==> src/sv/hrrl_pkg.sv <==
// ----------------------------------------------------------------------------
// hrrl_pkg: shared types and constants
// Word formats and opcodes for the three-replica ring lookup.
// ----------------------------------------------------------------------------
package hrrl_pkg;

  localparam int unsigned IdxW       = 5;
  localparam int unsigned CodeW      = 9;
  localparam int unsigned CntW       = 6;
  localparam int unsigned MaxMembers = 32;
  localparam int unsigned Replicas   = 3;

  // Opcodes of an input word
  localparam logic [1:0] OpWrite    = 2'd0;
  localparam logic [1:0] OpSetCount = 2'd1;
  localparam logic [1:0] OpLookup   = 2'd2;
  localparam logic [1:0] OpUnused   = 2'd3;

  typedef struct packed {
    logic [1:0]       opcode;
    logic [IdxW-1:0]  entry_index;
    logic [CodeW-1:0] hash_code;
    logic [CntW-1:0]  member_count;
    logic [CodeW-1:0] position;
  } hrrl_in_t;

  typedef struct packed {
    logic            found;
    logic [IdxW-1:0] first_index;
    logic [IdxW-1:0] second_index;
    logic [IdxW-1:0] third_index;
  } hrrl_out_t;

  // Search engine status toward the top level
  typedef struct packed {
    logic idle;
    logic res_valid;
  } hrrl_status_t;

endpackage

==> src/sv/hrrl_search.sv <==
// ----------------------------------------------------------------------------
// hrrl_search: member code table and lookup sequencer
// Holds the code table and walks it with one shared comparator.
// ----------------------------------------------------------------------------
module hrrl_search (
  input  logic                          clk_i,
  input  logic                          rst_ni,
  input  logic                          start_i,
  input  hrrl_pkg::hrrl_in_t            item_i,
  input  logic [hrrl_pkg::CntW-1:0]     count_i,
  input  logic                          take_i,
  output hrrl_pkg::hrrl_status_t        status_o,
  output hrrl_pkg::hrrl_out_t           result_o
);

  typedef enum logic [2:0] {
    SIdle,
    SLow,
    SHigh,
    SWalk,
    SDone
  } state_e;

  state_e state_q;

  logic [hrrl_pkg::CodeW-1:0] mem_q [hrrl_pkg::MaxMembers];
  logic [hrrl_pkg::CodeW-1:0] rdata_q;
  logic [hrrl_pkg::IdxW-1:0]  raddr;
  logic                       wr_en;

  logic [hrrl_pkg::CodeW-1:0] pos_q;
  logic [hrrl_pkg::IdxW-1:0]  idx_q;
  hrrl_pkg::hrrl_out_t        res_q;

  logic                       le;
  logic                       hit;
  logic [hrrl_pkg::IdxW-1:0]  first_sel;
  logic [hrrl_pkg::CntW-1:0]  sum1;
  logic [hrrl_pkg::CntW-1:0]  sum2;
  logic [hrrl_pkg::CntW-1:0]  diff2;
  logic [hrrl_pkg::IdxW-1:0]  sec_idx;
  logic [hrrl_pkg::IdxW-1:0]  third_idx;
  logic [hrrl_pkg::IdxW-1:0]  last_idx;
  logic                       enough;

  // Table write on an accepted write-code word
  assign wr_en = start_i && (item_i.opcode == hrrl_pkg::OpWrite) &&
                 ({1'b0, item_i.entry_index} < hrrl_pkg::CntW'(hrrl_pkg::MaxMembers));

  always_ff @(posedge clk_i) begin
    if (wr_en) begin
      mem_q[item_i.entry_index] <= item_i.hash_code;
    end
    rdata_q <= mem_q[raddr];
  end

  // Shared comparator: position at or below the code just read
  assign le = (pos_q <= rdata_q);

  assign last_idx = hrrl_pkg::IdxW'(count_i - hrrl_pkg::CntW'(1));
  assign enough   = (count_i >= hrrl_pkg::CntW'(hrrl_pkg::Replicas));

  // Hit detection and read address per step
  always_comb begin
    hit   = 1'b0;
    raddr = '0;
    unique case (state_q)
      SIdle: begin
        raddr = '0;
      end
      SLow: begin
        hit   = le;
        raddr = last_idx;
      end
      SHigh: begin
        hit   = ~le;
        raddr = hrrl_pkg::IdxW'(1);
      end
      SWalk: begin
        hit   = le;
        raddr = idx_q + hrrl_pkg::IdxW'(1);
      end
      SDone: begin
        raddr = '0;
      end
      default: begin
        hit   = 1'b0;
        raddr = '0;
      end
    endcase
  end

  // Following replicas wrap modulo the count
  assign first_sel = (state_q == SWalk) ? idx_q : '0;
  assign sum1      = {1'b0, first_sel} + hrrl_pkg::CntW'(1);
  assign sum2      = {1'b0, first_sel} + hrrl_pkg::CntW'(2);
  assign diff2     = sum2 - count_i;
  assign sec_idx   = (sum1 == count_i) ? '0 : sum1[hrrl_pkg::IdxW-1:0];
  assign third_idx = (sum2 >= count_i) ? diff2[hrrl_pkg::IdxW-1:0]
                                       : sum2[hrrl_pkg::IdxW-1:0];

  // Sequencer and result register
  always_ff @(posedge clk_i or negedge rst_ni) begin
    if (!rst_ni) begin
      state_q <= SIdle;
      pos_q   <= '0;
      idx_q   <= '0;
      res_q   <= '0;
    end else begin
      unique case (state_q)
        SIdle: begin
          if (start_i) begin
            pos_q <= item_i.position;
            if ((item_i.opcode == hrrl_pkg::OpLookup) && enough) begin
              state_q <= SLow;
            end else begin
              res_q   <= '0;
              state_q <= SDone;
            end
          end
        end
        SLow, SHigh, SWalk: begin
          if (hit) begin
            res_q   <= '{found: 1'b1, first_index: first_sel,
                         second_index: sec_idx, third_index: third_idx};
            state_q <= SDone;
          end else if (state_q == SHigh) begin
            idx_q   <= hrrl_pkg::IdxW'(1);
            state_q <= SWalk;
          end else if (state_q == SLow) begin
            state_q <= SHigh;
          end else begin
            idx_q <= idx_q + hrrl_pkg::IdxW'(1);
          end
        end
        SDone: begin
          if (take_i) begin
            state_q <= SIdle;
          end
        end
        default: begin
          state_q <= SIdle;
        end
      endcase
    end
  end

  assign status_o.idle      = (state_q == SIdle);
  assign status_o.res_valid = (state_q == SDone);
  assign result_o           = res_q;

  // Walk never runs past the last member
  a_walk_in_range: assert property (@(posedge clk_i) disable iff (!rst_ni)
    (state_q == SWalk) |-> ({1'b0, idx_q} < count_i))
    else $error("walk index beyond member count");

  // A found result names three distinct members
  a_distinct: assert property (@(posedge clk_i) disable iff (!rst_ni)
    ((state_q == SDone) && res_q.found) |->
      ((res_q.first_index != res_q.second_index) &&
       (res_q.second_index != res_q.third_index) &&
       (res_q.first_index != res_q.third_index)))
    else $error("replica indices not distinct");

  // A held result stays put until taken
  a_hold: assert property (@(posedge clk_i) disable iff (!rst_ni)
    ((state_q == SDone) && !take_i) |=> ((state_q == SDone) && $stable(res_q)))
    else $error("result changed before it was taken");

  // Start only arrives while idle
  a_start_idle: assert property (@(posedge clk_i) disable iff (!rst_ni)
    start_i |-> (state_q == SIdle))
    else $error("start while busy");

endmodule

==> src/sv/hash_ring_replica_lookup.sv <==
// ----------------------------------------------------------------------------
// hash_ring_replica_lookup: three-replica consistent-hashing ring lookup
// Stores sorted member codes and a count; answers lookups with three indices.
// ----------------------------------------------------------------------------
// One word is taken at a time. Write-code, set-count and unused-opcode words,
// and lookups with fewer than three members, go straight to the result with
// found clear. A lookup reads the code table through its single registered
// read port, one entry a cycle, and compares each code against the position
// with one comparator: it checks member 0 first, then the last member (a
// position above it wraps to member 0), then walks up from member 1 to the
// first member whose code is at or above the position. The result sits in an
// output register, so the next word is accepted while it waits to be taken.
module hash_ring_replica_lookup (
  input  logic                clk_i,
  input  logic                rst_ni,
  input  logic                in_valid_i,
  output logic                in_ready_o,
  input  hrrl_pkg::hrrl_in_t  in_data_i,
  output logic                out_valid_o,
  input  logic                out_ready_i,
  output hrrl_pkg::hrrl_out_t out_data_o
);

  logic                      accept;
  logic                      take;
  logic [hrrl_pkg::CntW-1:0] count_q;
  logic                      out_valid_q;
  hrrl_pkg::hrrl_out_t       out_q;
  hrrl_pkg::hrrl_status_t    status;
  hrrl_pkg::hrrl_out_t       result;

  assign in_ready_o = status.idle;
  assign accept     = in_valid_i && in_ready_o;
  assign take       = status.res_valid && (!out_valid_q || out_ready_i);

  hrrl_search u_search (
    .clk_i    (clk_i),
    .rst_ni   (rst_ni),
    .start_i  (accept),
    .item_i   (in_data_i),
    .count_i  (count_q),
    .take_i   (take),
    .status_o (status),
    .result_o (result)
  );

  // Member count, saturated to the table depth
  always_ff @(posedge clk_i or negedge rst_ni) begin
    if (!rst_ni) begin
      count_q <= '0;
    end else if (accept && (in_data_i.opcode == hrrl_pkg::OpSetCount)) begin
      if (in_data_i.member_count > hrrl_pkg::CntW'(hrrl_pkg::MaxMembers)) begin
        count_q <= hrrl_pkg::CntW'(hrrl_pkg::MaxMembers);
      end else begin
        count_q <= in_data_i.member_count;
      end
    end
  end

  // Output register
  always_ff @(posedge clk_i or negedge rst_ni) begin
    if (!rst_ni) begin
      out_valid_q <= 1'b0;
      out_q       <= '0;
    end else begin
      if (take) begin
        out_valid_q <= 1'b1;
        out_q       <= result;
      end else if (out_ready_i) begin
        out_valid_q <= 1'b0;
      end
    end
  end

  assign out_valid_o = out_valid_q;
  assign out_data_o  = out_q;

endmodule
==> config.mk <==
export PLATFORM = sky130hd
export DESIGN_NAME = hash_ring_replica_lookup
export DESIGN_NICKNAME = d
export VERILOG_FILES = /design/src/sv/hrrl_pkg.sv /design/src/sv/hrrl_search.sv /design/src/sv/hash_ring_replica_lookup.sv
export SDC_FILE = /design/constraint.sdc
export NUM_CORES = 1
export LEC_CHECK = 0
export BUFFER_PORTS_ARGS = -buffer_cell sky130_fd_sc_hd__buf_2
export CAP_MARGIN = 5
export CORE_MARGIN = 4
export CORE_UTILIZATION = 25
export CTS_CLUSTER_DIAMETER = 120
export DETAILED_ROUTE_END_ITERATION = 16
export GPL_ROUTABILITY_DRIVEN = 0
export HOLD_SLACK_MARGIN = 0.1
export SYNTH_ARGS = -nofsm -noshare
export SYNTH_HDL_FRONTEND = slang
export SYNTH_HIERARCHICAL = 1
export SYNTH_SLANG_ARGS = --single-unit
==> constraint.sdc <==
create_clock -name clk_i -period 4.45 [get_ports clk_i]
set_input_delay 0.445 -clock clk_i [delete_from_list [all_inputs] [get_ports clk_i]]
set_output_delay 0.445 -clock clk_i [all_outputs]
set_load 0.02 [all_outputs]
==> reports/summary.txt, run 1 <==
setup TNS - 0 ns
routed len/inst - 19.3 um
gr ovfl total - 0
Hold Violations, Final - 0
critical path peak fanout - 15
clock net sink count - 353
share of cells above drive strength 1 - 15.3%
Vias - 9204
Synth Instances - 1085
final-report setup violation count - 0
port buffer count - 52
Unique masters post-synth - 69
P_leak - 6.08 nW
vias per cell - 4.75
most frequent cells in the layout - edfxtp_1, nand2_1, nand3_1, dfrtp_1
Placed Cells - 1872
I/O pins - 53
drt first-iter violations - 954
RSZ-0062 raised after global routing - no
WL final - 37.4 mm
post-route cell area - 17100 sq um
pin count of the biggest net entering global routing - 57
vias in the first global route - 9019
maximum clock insertion buffer count - 3
Skew-Pair Late Insertion Delay - 0.54 ns
placed cell areas - 16000 sq um
max-cap viol count - 0
Critical Path RT - 4.59 ns
# fillers - 5886
Die ar. - 63900 sq um
final clock skew - 0.0257 ns
Worst-path clk slew - 0.06 ns
Fin Hold WS - 0.151 ns
Max Freq - 0.260 GHz
power density cells - 545 nW/um^2
first-pass GRT wire length - 56.0 mm
drt first pass iters - 5
r2r setup slk - 0.60 ns
total core area - 59100 sq um
Worst-Margin Slew - 0.939 ns
Hold WC Path Type - input port to flip-flop
HPWL after DPL - 24.1 mm
FF+latch count, synth - 353
number of remaining DRC errors - 0
syn nets - 1141
Worst Setup Path Type - flip-flop to flip-flop
# resized after CTS - 0
synthesized cell area - 15000 sq um
Post-Layout Cell Count - 1938
fin crit period - 3.85 ns
slew margin rel. - 37.4%
Area Growth Syn to Fin - 14.6%
fin nets - 1195
hold wc startpoint - in_data_i[1]
H-tree depth - 2
Chip Height - 253 um
Post-DRT Antenna Nets - 0
Worst VDD drop - 222 uV
Initial Util - 25.3%
Final Cycle Share - 86.6%
Mean Syn Cell Area - 13.8 sq um
FF-to-FF Start - u_search/state_q[1]$_DFFE_PN0P_
Critical Path AT - 4.00 ns
commonest non-fill, non-tap cell in the layout - edfxtp_1
Die X - 253 um
crit path launch - u_search/state_q[1]$_DFFE_PN0P_
register area share after synthesis - 68.3%
asr flop ratio synth - 15.9%
status - finished clean
CP Capture Type - flip-flop
initial antenna violation count - 2
Rows - 89
number of CTS-inserted buffers - 37
GRT Resource Usage Total - 11.4%
CTS root buf - clkbuf_16
Post-synth EDFFs - 288
crit path launch type - flip-flop
YS warnings - 6
Post-synth top flop - edfxtp_1
max-slew violation count - 0
CTS tree - yes
==> power by group <==
group	internal, mW	switching [mW]	leakage [nW]
sequential	3.77	0.185	3.41
clock	1.73	1.26	0.569
combinational	0.893	1.50	2.10
==> state kept, by name (all words and copies together) (netlist names) <==
name / count
u_search/result_o: 16
out_data_o: 16
u_search/pos_q: 9
u_search/mem_q: 288
u_search/state_q: 3
u_search/idx_q: 5
out_valid_o: 1
count_q: 6
u_search/rdata_q: 9
==> cells by family (layout without fill, tap and decap cells) <==
logic type / count (synthesis) / in the layout / share of synthesized area, %
adder cells (fa/ha/maj): 21 / 21 / 1.81
buffers and inverters: 80 / 159 / 3.07
AND/OR/NAND/NOR: 404 / 404 / 12.3
other: 0 / 1 / 0
AO/OA/AOI/OAI: 118 / 118 / 5.95
multiplexers: 90 / 90 / 7.34
flip-flops: 353 / 353 / 68.3
XOR/XNOR: 19 / 19 / 1.16
==> critical path, cell delays in order, from the launching register on <==
cell,delay [ns]
dfrtp_1,0.56
nor3_1,0.46
and2_1,0.28
nor4b_1,0.70
nand2_1,0.58
nor2_1,0.87
==> final cells by class <==
| class | instances | area [sq um] | share of cell area (%) |
|---|---|---|---|
| Antenna cell | 1 | 2.50 | 0.0146 |
| Timing Repair Buffer | 69 | 403 | 2.35 |
| Inverter | 26 | 97.6 | 0.569 |
| Tap cell | 773 | 967 | 5.64 |
| Clock inverter | 18 | 195 | 1.14 |
| Sequential cell | 353 | 10200 | 59.7 |
| Clock buffer | 46 | 963 | 5.62 |
| Multi-Input combinational cell | 652 | 4290 | 25.0 |
==> repair_timing <==
item	CTS	global route
buffers inserted	0	0
hold buffers	1	0
hold endpoints to repair	56	0
==> metal layers <==
layer	vias to the layer above	track usage, %	routed length (um)
met1	4633	15.9	16200
li1	4121	-	-
met5	-	0	0
met2	404	18.5	17400
met3	46	2.61	3220
met4	0	2.06	491
==> Yosys cell counts (2+ instances only) <==
library cell | number | share of area [%]
o21ai_1 | 6 | 0.20
mux2_2 | 22 | 1.7
clkbuf_1 | 13 | 0.33
a21boi_0 | 6 | 0.30
nor2_1 | 52 | 1.3
nand3b_1 | 3 | 0.15
buf_4 | 8 | 0.40
dfrtp_1 | 56 | 9.4
xnor2_1 | 15 | 0.88
a22o_1 | 4 | 0.23
o211ai_1 | 3 | 0.15
edfxtp_1 | 288 | 58
o21ai_0 | 18 | 0.60
mux4_2 | 10 | 1.5
a21boi_1 | 5 | 0.25
buf_6 | 12 | 0.90
and3_1 | 10 | 0.42
dfxtp_1 | 9 | 1.2
and2_1 | 5 | 0.21
mux2i_1 | 49 | 3.3
a21oi_1 | 14 | 0.47
nand2b_1 | 12 | 0.50
ha_1 | 20 | 1.7
nor4_1 | 2 | 0.084
nor3b_1 | 2 | 0.10
a221oi_1 | 6 | 0.35
nand3_1 | 71 | 2.4
nor3_1 | 5 | 0.17
buf_1 | 2 | 0.050
nand4_1 | 13 | 0.54
a32oi_1 | 34 | 2.0
a211oi_1 | 2 | 0.10
a31oi_1 | 5 | 0.21
xor2_1 | 3 | 0.18
inv_1 | 26 | 0.65
buf_2 | 18 | 0.60
a21o_1 | 4 | 0.20
nand2_1 | 213 | 5.3
mux2_4 | 9 | 0.90
==> final timing paths <==
check	endpoint	cells after the start
worst max-delay path	u_search/mem_q[29][1]$_DFFE_PP_	5
worst min-delay path	u_search/pos_q[1]$_DFFE_PN0P_	2
worst max register to register	u_search/mem_q[29][1]$_DFFE_PP_	5
worst min register to register	u_search/result_o[0]$_DFFE_PN0P_	2
max in group asynchronous	u_search/pos_q[0]$_DFFE_PN0P_	3
min in group asynchronous	out_data_o[7]$_DFFE_PN0P_	3
==> metrics by stage <==
step,power [mW],util [%],setup slack [ns]
after CTS,9.41,29.0,0.631
after global placement,6.36,27.0,0.810
after floorplan,5.70,-,1.18
final,9.35,29.0,0.596
after detailed placement,6.40,27.0,0.674
after global routing,9.80,29.0,0.401
Note: power is estimated with default switching activity, not from simulation.
==> run 2: changes to the inputs <==
--- a/config.mk
+++ b/config.mk
@@ -13,6 +13,7 @@
 export DETAILED_ROUTE_END_ITERATION = 16
 export GPL_ROUTABILITY_DRIVEN = 0
 export HOLD_SLACK_MARGIN = 0.1
+export PLACE_DENSITY = 0.45
 export SYNTH_ARGS = -nofsm -noshare
 export SYNTH_HDL_FRONTEND = slang
 export SYNTH_HIERARCHICAL = 1
==> run 2 against run 1 <==
Against the previous run: sequential power about the same; critical path depth up 1; clock skew shrank 0.0080 ns; count of clock-buffer cells in the layout up 7; cell area increased by 0.21%; routed wire length up 8.3%; clock power barely moved; global-route usage grew 1.1 points; via count is 2.2% lower; non-clock buffer count up 1; critical path type unchanged; critical endpoint is now u_search/mem_q[0][6]$_DFFE_PP_; largest cell class unchanged.
==> reports/summary.txt, run 2 (synthesized netlist as in run 1, its figures left out) <==
status - finished clean
Worst VDD drop - 259 uV (+17%)
post-route cell area - 17200 sq um (+0.21%)
setup TNS - 0 ns (unchanged)
Final Util - 29.1% (+0.061 points)
placed cell areas - 16000 sq um (+0.16%)
pin count of the biggest net entering global routing - 57 (unchanged)
Critical Path RT - 4.61 ns (+0.02 ns)
Initial Util - 25.3% (unchanged)
I/O pins - 53 (unchanged)
crit-path max cell delay - 0.96 ns (+0.09 ns)
power density cells - 544 nW/um^2 (-0.24%)
# fillers - 5953 (+1.1%)
Die X - 253 um (unchanged)
maximum clock insertion buffer count - 3 (unchanged)
number of CTS-inserted buffers - 40 (+8.1%)
register bank with the most flops - u_search/mem_q
HPWL after DPL - 25.8 mm (+6.8%)
Skew-Pair Late Insertion Delay - 0.55 ns (about the same)
critical path peak fanout - 18 (+3)
Critical Path AT - 4.10 ns (+0.10 ns)
first-pass GRT wire length - 59.9 mm (+7.0%)
Seq pwr share - 42.1% (-0.3 points)
Worst Setup Path Type - flip-flop to flip-flop
WL final - 40.4 mm (+8.3%)
switching pwr - 2.98 mW (+0.92%)
switching share of total power - 31.9% (+0.30 points)
number of remaining DRC errors - 0 (unchanged)
max-slew violation count - 0 (unchanged)
Hold WC Path Type - input port to flip-flop
max-cap viol count - 0 (unchanged)
final clock skew - 0.0177 ns (-0.00797 ns)
n_diodes - 0 (-1)
Chip Height - 253 um (unchanged)
# resized after CTS - 0 (unchanged)
vias in the first global route - 9069 (+0.55%)
post-CTS setup buffer count - 0 (unchanged)
Area Growth Syn to Fin - 14.8%
most frequent cells in the layout - edfxtp_1, nand2_1, nand3_1, dfrtp_1
Die ar. - 63900 sq um (unchanged)
drt first-iter violations - 568 (-40%)
Hold Violations, Final - 0 (unchanged)
Critical-path top delay cell - nor2_1
clock net sink count - 353 (unchanged)
vias per cell - 4.63 (-2.5%)
Vias - 9004 (-2.2%)
Rows - 89 (unchanged)
Logic pwr share - 25.9% (+0.3 points)
FF-to-FF Start - u_search/state_q[0]$_DFFE_PN0P_
commonest non-fill, non-tap cell in the layout - edfxtp_1
CTS root buf - clkbuf_16
max FFs per register - 288 (unchanged)
gr ovfl total - 0 (unchanged)
Final Cycle Share - 88.6% (+2.0 points)
Post-DRT Antenna Nets - 0 (unchanged)
CTS tree - yes
total core area - 59100 sq um (unchanged)
CP Capture Type - flip-flop
P_leak - 6.09 nW (+0.20%)
Max Freq - 0.254 GHz (-2.2%)
crit path launch type - flip-flop
fin nets - 1199 (+0.33%)
final-report setup violation count - 0 (unchanged)
Worst-Margin Slew - 0.993 ns (+0.0533 ns)
internal cell power - 6.37 mW (-0.47%)
drt first pass iters - 5 (unchanged)
crit path launch - u_search/state_q[0]$_DFFE_PN0P_
H-tree depth - 2 (unchanged)
Clk pwr share - 32.0% (about the same)
hold wc startpoint - in_data_i[5]
fin crit period - 3.94 ns (+0.0886 ns)
initial antenna violation count - 1 (-1)
GRT Resource Usage Total - 12.5% (+1.1 points)
routed len/inst - 20.8 um (+7.9%)
RSZ-0062 raised after global routing - no
port buffer count - 52 (unchanged)
Worst-path clk slew - 0.05 ns (about the same)
CP cell instances - buf_4 -> nor3_1 -> and2_1 -> nor4b_1 -> nand2b_1 -> nor2_1
share of cells above drive strength 1 - 14.8% (-0.53 points)
slew margin rel. - 33.6% (-3.8 points)
run 2: cell count changes in the layout (fill, tap and decap cells not counted), moves of 2 or more:
cell       delta
buf_12        +2
clkbuf_16     +4
clkbuf_1      +4
buf_4         -2
inv_6         -2
clkinv_1      +8
bufinv_16     -3
run 2: what timing repair did:
item,CTS,global route
endpoints found under the hold margin,57,0
hold buffers,2,0
endpoints found under the setup margin,0,0
run 2: final timing paths:
| path | end | slack, ns | cells after the start |
|---|---|---|---|
| worst min register to register | u_search/result_o[10]$_DFFE_PN0P_ | 0.48 | 2 |
| worst max register to register | u_search/mem_q[0][6]$_DFFE_PP_ | 0.51 | 6 |
| worst min-delay path | u_search/pos_q[5]$_DFFE_PN0P_ | 0.14 | 2 |
| max in group asynchronous | u_search/pos_q[5]$_DFFE_PN0P_ | 3.34 | 3 |
| worst max-delay path | u_search/mem_q[0][6]$_DFFE_PP_ | 0.51 | 6 |
| min in group asynchronous | out_data_o[3]$_DFFE_PN0P_ | 0.58 | 3 |
run 2: power by group through the flow:
| stage | logic (mW) | registers (mW) | clock network [mW] |
|---|---|---|---|
| after global placement | 2.43 | 4.00 | 0 |
| after CTS | 2.44 | 3.94 | 3.08 |
| after global routing | 2.65 | 3.96 | 3.21 |
| after floorplan | 1.73 | 3.97 | 0 |
| final | 2.42 | 3.94 | 2.99 |
| after detailed placement | 2.43 | 4.01 | 0 |
run 2: layout make-up:
type / count / area, sq um / share of cell area [%]
clock buffers: 53 / 1070 / 6.23
clock inverters: 18 / 91.3 / 0.531
inverters: 26 / 97.6 / 0.568
multi-input cells: 652 / 4290 / 25.0
flip-flops and latches: 353 / 10200 / 59.5
well taps: 773 / 967 / 5.63
repair buffers: 70 / 438 / 2.55
run 2: per-stage QoR:
stage                     setup slack (ns)  hold WS [ns]  cells  power, mW
after detailed placement             0.594         0.474   1872       6.43
after global placement               0.571         0.465   1872       6.43
after floorplan                       1.18         0.149   1085       5.70
after CTS                            0.589         0.108   1945       9.46
final                                0.508         0.142   1945       9.34
after global routing                 0.321         0.124   1945       9.83
run 2: worst max-delay path, delay by kind of cell, from the launching register on:
family | cells | cell delay [ns]
buffers and inverters | 1 | 0.20
flip-flops | 1 | 0.37
AND/OR/NAND/NOR | 5 | 2.98
run 2: routing by layer:
metal | GRT usage, % | vias up | part of all wire [%]
met5 | 0 | - | 0
met4 | 3.66 | 0 | 2.4
met3 | 2.15 | 57 | 4.8
met2 | 20.2 | 247 | 47
li1 | - | 4147 | -
met1 | 17.3 | 4553 | 46
==> run 3: changes to the inputs <==
--- a/config.mk
+++ b/config.mk
@@ -7,6 +7,7 @@
 export LEC_CHECK = 0
 export BUFFER_PORTS_ARGS = -buffer_cell sky130_fd_sc_hd__buf_2
 export CAP_MARGIN = 5
+export CORE_ASPECT_RATIO = 1.5
 export CORE_MARGIN = 4
 export CORE_UTILIZATION = 25
 export CTS_CLUSTER_DIAMETER = 120
==> run 3 against run 2 <==
Against the previous run: register-to-register slack better by 0.23 ns; cell count up 1.7%; utilization up 0.48 points; total power up 1.2%; critical path depth up 8; non-clock buffer count up 33; sequential share of layout area down 1.0 points; global-route usage down 0.28 points; combinational power about the same; via count down 0.26%; sequential cell count unchanged.
==> reports/summary.txt, run 3 (synthesized netlist as in run 1, its figures left out) <==
status - finished clean
switching share of total power - 31.7% (-0.15 points)
Rows - 109 (+22%)
Area Growth Syn to Fin - 16.8%
Final Cycle Share - 83.4% (-5.2 points)
Setup WS post-layout - 0.740 ns (+0.232 ns)
max-slew violation count - 0 (unchanged)
max-cap viol count - 0 (unchanged)
crit-path max cell delay - 0.67 ns (-0.29 ns)
maximum clock insertion buffer count - 3 (unchanged)
Post-DRT Antenna Nets - 0 (unchanged)
Skew-Pair Late Insertion Delay - 0.54 ns (about the same)
total core area - 59200 sq um (about the same)
FF-to-FF Start - u_search/state_q[1]$_DFFE_PN0P_
placed cell areas - 16300 sq um (+1.7%)
critical path peak fanout - 15 (-3)
gr ovfl total - 0 (unchanged)
CP endpoint - u_search/result_o[1]$_DFFE_PN0P_
vias in the first global route - 9364 (+3.3%)
drt first pass iters - 5 (unchanged)
Pwr Total - 9.46 mW (+1.2%)
Hold WC Path Type - input port to flip-flop
Seq pwr share - 41.9% (-0.2 points)
n_diodes - 0 (unchanged)
Initial Util - 25.3% (about the same)
fin nets - 1230 (+2.6%)
commonest non-fill, non-tap cell in the layout - edfxtp_1
crit path launch type - flip-flop
Top delay family on crit path - compound AO/OA/AOI/OAI gates
CP Buf/Inv Count - 2 (+1)
number of remaining DRC errors - 0 (unchanged)
Hold Violations, Final - 0 (unchanged)
Worst R2R End - u_search/result_o[1]$_DFFE_PN0P_
first-pass GRT wire length - 60.1 mm (+0.40%)
most frequent cells in the layout - edfxtp_1, nand2_1, nand3_1, dfrtp_1
WL final - 39.9 mm (-1.4%)
drt first-iter violations - 512 (-9.9%)
GRT Resource Usage Total - 12.2% (-0.28 points)
post-route cell area - 17500 sq um (+1.8%)
initial antenna violation count - 2 (+1)
pin count of the biggest net entering global routing - 57 (unchanged)
vias per cell - 4.54 (-2.0%)
CP cell instances - nand2b_1 -> nor2_1 -> buf_4 -> nand2_1 -> inv_1 -> ha_1 -> xor2_1 -> ha_1 -> o21a_1 -> o21ai_0 -> nand2_1 -> a21oi_1 -> mux2_2 -> o21ai_0
routed len/inst - 20.1 um (-3.1%)
RSZ-0062 raised after global routing - no
CP Capture Type - flip-flop
number of CTS-inserted buffers - 38 (-5.0%)
final clock skew - 0.0192 ns (+0.00149 ns)
I/O pins - 53 (unchanged)
power density cells - 541 nW/um^2 (-0.53%)
Post-CTS Hold Fix Bufs - 1 (-1)
Vias - 8981 (-0.26%)
P_leak - 6.28 nW (+3.2%)
CTS tree - yes
Critical-path top delay cell - dfrtp_1
Worst VDD drop - 246 uV (-5.1%)
internal cell power - 6.46 mW (+1.4%)
clock net sink count - 353 (unchanged)
Placed Cells - 1910 (+2.0%)
# fillers - 6005 (+0.87%)
final-report setup violation count - 0 (unchanged)
Worst Hold Depth - 3 (+1)
Critical Path AT - 4.16 ns (+0.06 ns)
Clk pwr share - 32.3% (+0.3 points)
# resized after CTS - 0 (unchanged)
fin crit period - 3.71 ns (-0.232 ns)
Die ar. - 63900 sq um (+0.13%)
Worst-Margin Slew - 0.878 ns (-0.115 ns)
Die X - 208 um (-18%)
crit path launch - u_search/state_q[1]$_DFFE_PN0P_
HPWL after DPL - 26.7 mm (+3.7%)
CTS root buf - clkbuf_16
register area - 10200 sq um (unchanged)
Critical Path RT - 4.90 ns (+0.29 ns)
max FFs per register - 288 (unchanged)
Worst-path clk slew - 0.06 ns (about the same)
register bank with the most flops - u_search/mem_q
Worst path depth - 14 (+8)
share of cells above drive strength 1 - 17.6% (+2.9 points)
Max Freq - 0.270 GHz (+6.2%)
Logic pwr share - 25.8% (about the same)
switching pwr - 3.00 mW (+0.75%)
Placement Setup Slack - 0.791 ns (+0.197 ns)
multi-input logic area - 4290 sq um (unchanged)
H-tree depth - 2 (unchanged)
Post-Layout Cell Count - 1979 (+1.7%)
Chip Height - 308 um (+22%)
R2R cell count - 14 (+8)
slew margin rel. - 41.3% (+7.7 points)
Worst Setup Path Type - flip-flop to flip-flop
setup TNS - 0 ns (unchanged)
port buffer count - 52 (unchanged)
post-CTS setup buffer count - 0 (unchanged)
r2r setup slk - 0.74 ns (+0.23 ns)
==> run 3: metal layers <==
metal	vias to the layer above	GRT usage (%)	part of all wire, %
li1	4196	-	-
met1	4525	14.5	40
met2	192	22.1	52
met3	64	2.33	4.6
met4	4	4.33	3.1
met5	-	0	0.048
==> run 3: worst min path at each step <==
stage | from | to
finish | in_data_i[0] | u_search/pos_q[0]$_DFFE_PN0P_
global route | in_data_i[5] | u_search/pos_q[5]$_DFFE_PN0P_
CTS | in_data_i[5] | u_search/pos_q[5]$_DFFE_PN0P_
detailed placement | u_search/result_o[4]$_DFFE_PN0P_ | u_search/result_o[4]$_DFFE_PN0P_
global placement | count_q[4]$_DFFE_PN0P_ | count_q[4]$_DFFE_PN0P_
floorplan | rst_ni | count_q[0]$_DFFE_PN0P_
==> run 3: worst register-to-register path, delay by kind of cell, from the launching register on <==
family                   cells  cell delay, ns
AND/OR/NAND/NOR              4            0.54
XOR/XNOR                     1            0.27
multiplexers                 1            0.39
AO/OA/AOI/OAI                4            0.87
flip-flops                   1            0.67
buffers and inverters        2            0.33
adder cells (fa/ha/maj)      2            0.56
==> run 3: per-stage QoR <==
stage	hold slack [ns]	utilization (%)
finish	0.153	29.5
global route	0.140	29.5
CTS	0.129	29.5
detailed placement	0.470	27.5
global placement	0.469	27.5
floorplan	0.149	-
==> run 3: cell type report <==
class,instances,area share [%]
multi-input cells,652,24.5
clock buffers,55,6.21
flip-flops and latches,353,58.5
clock inverters,13,0.672
repair buffers,103,3.98
well taps,777,5.56
inverters,26,0.558
==> run 3: power groups by stage <==
stage	clock network (mW)	logic [mW]	registers, mW
after floorplan	0	1.73	3.97
after global placement	0	2.48	4.04
after detailed placement	0	2.48	4.04
after CTS	3.14	2.49	3.97
after global routing	3.30	2.69	4.00
final	3.06	2.44	3.97
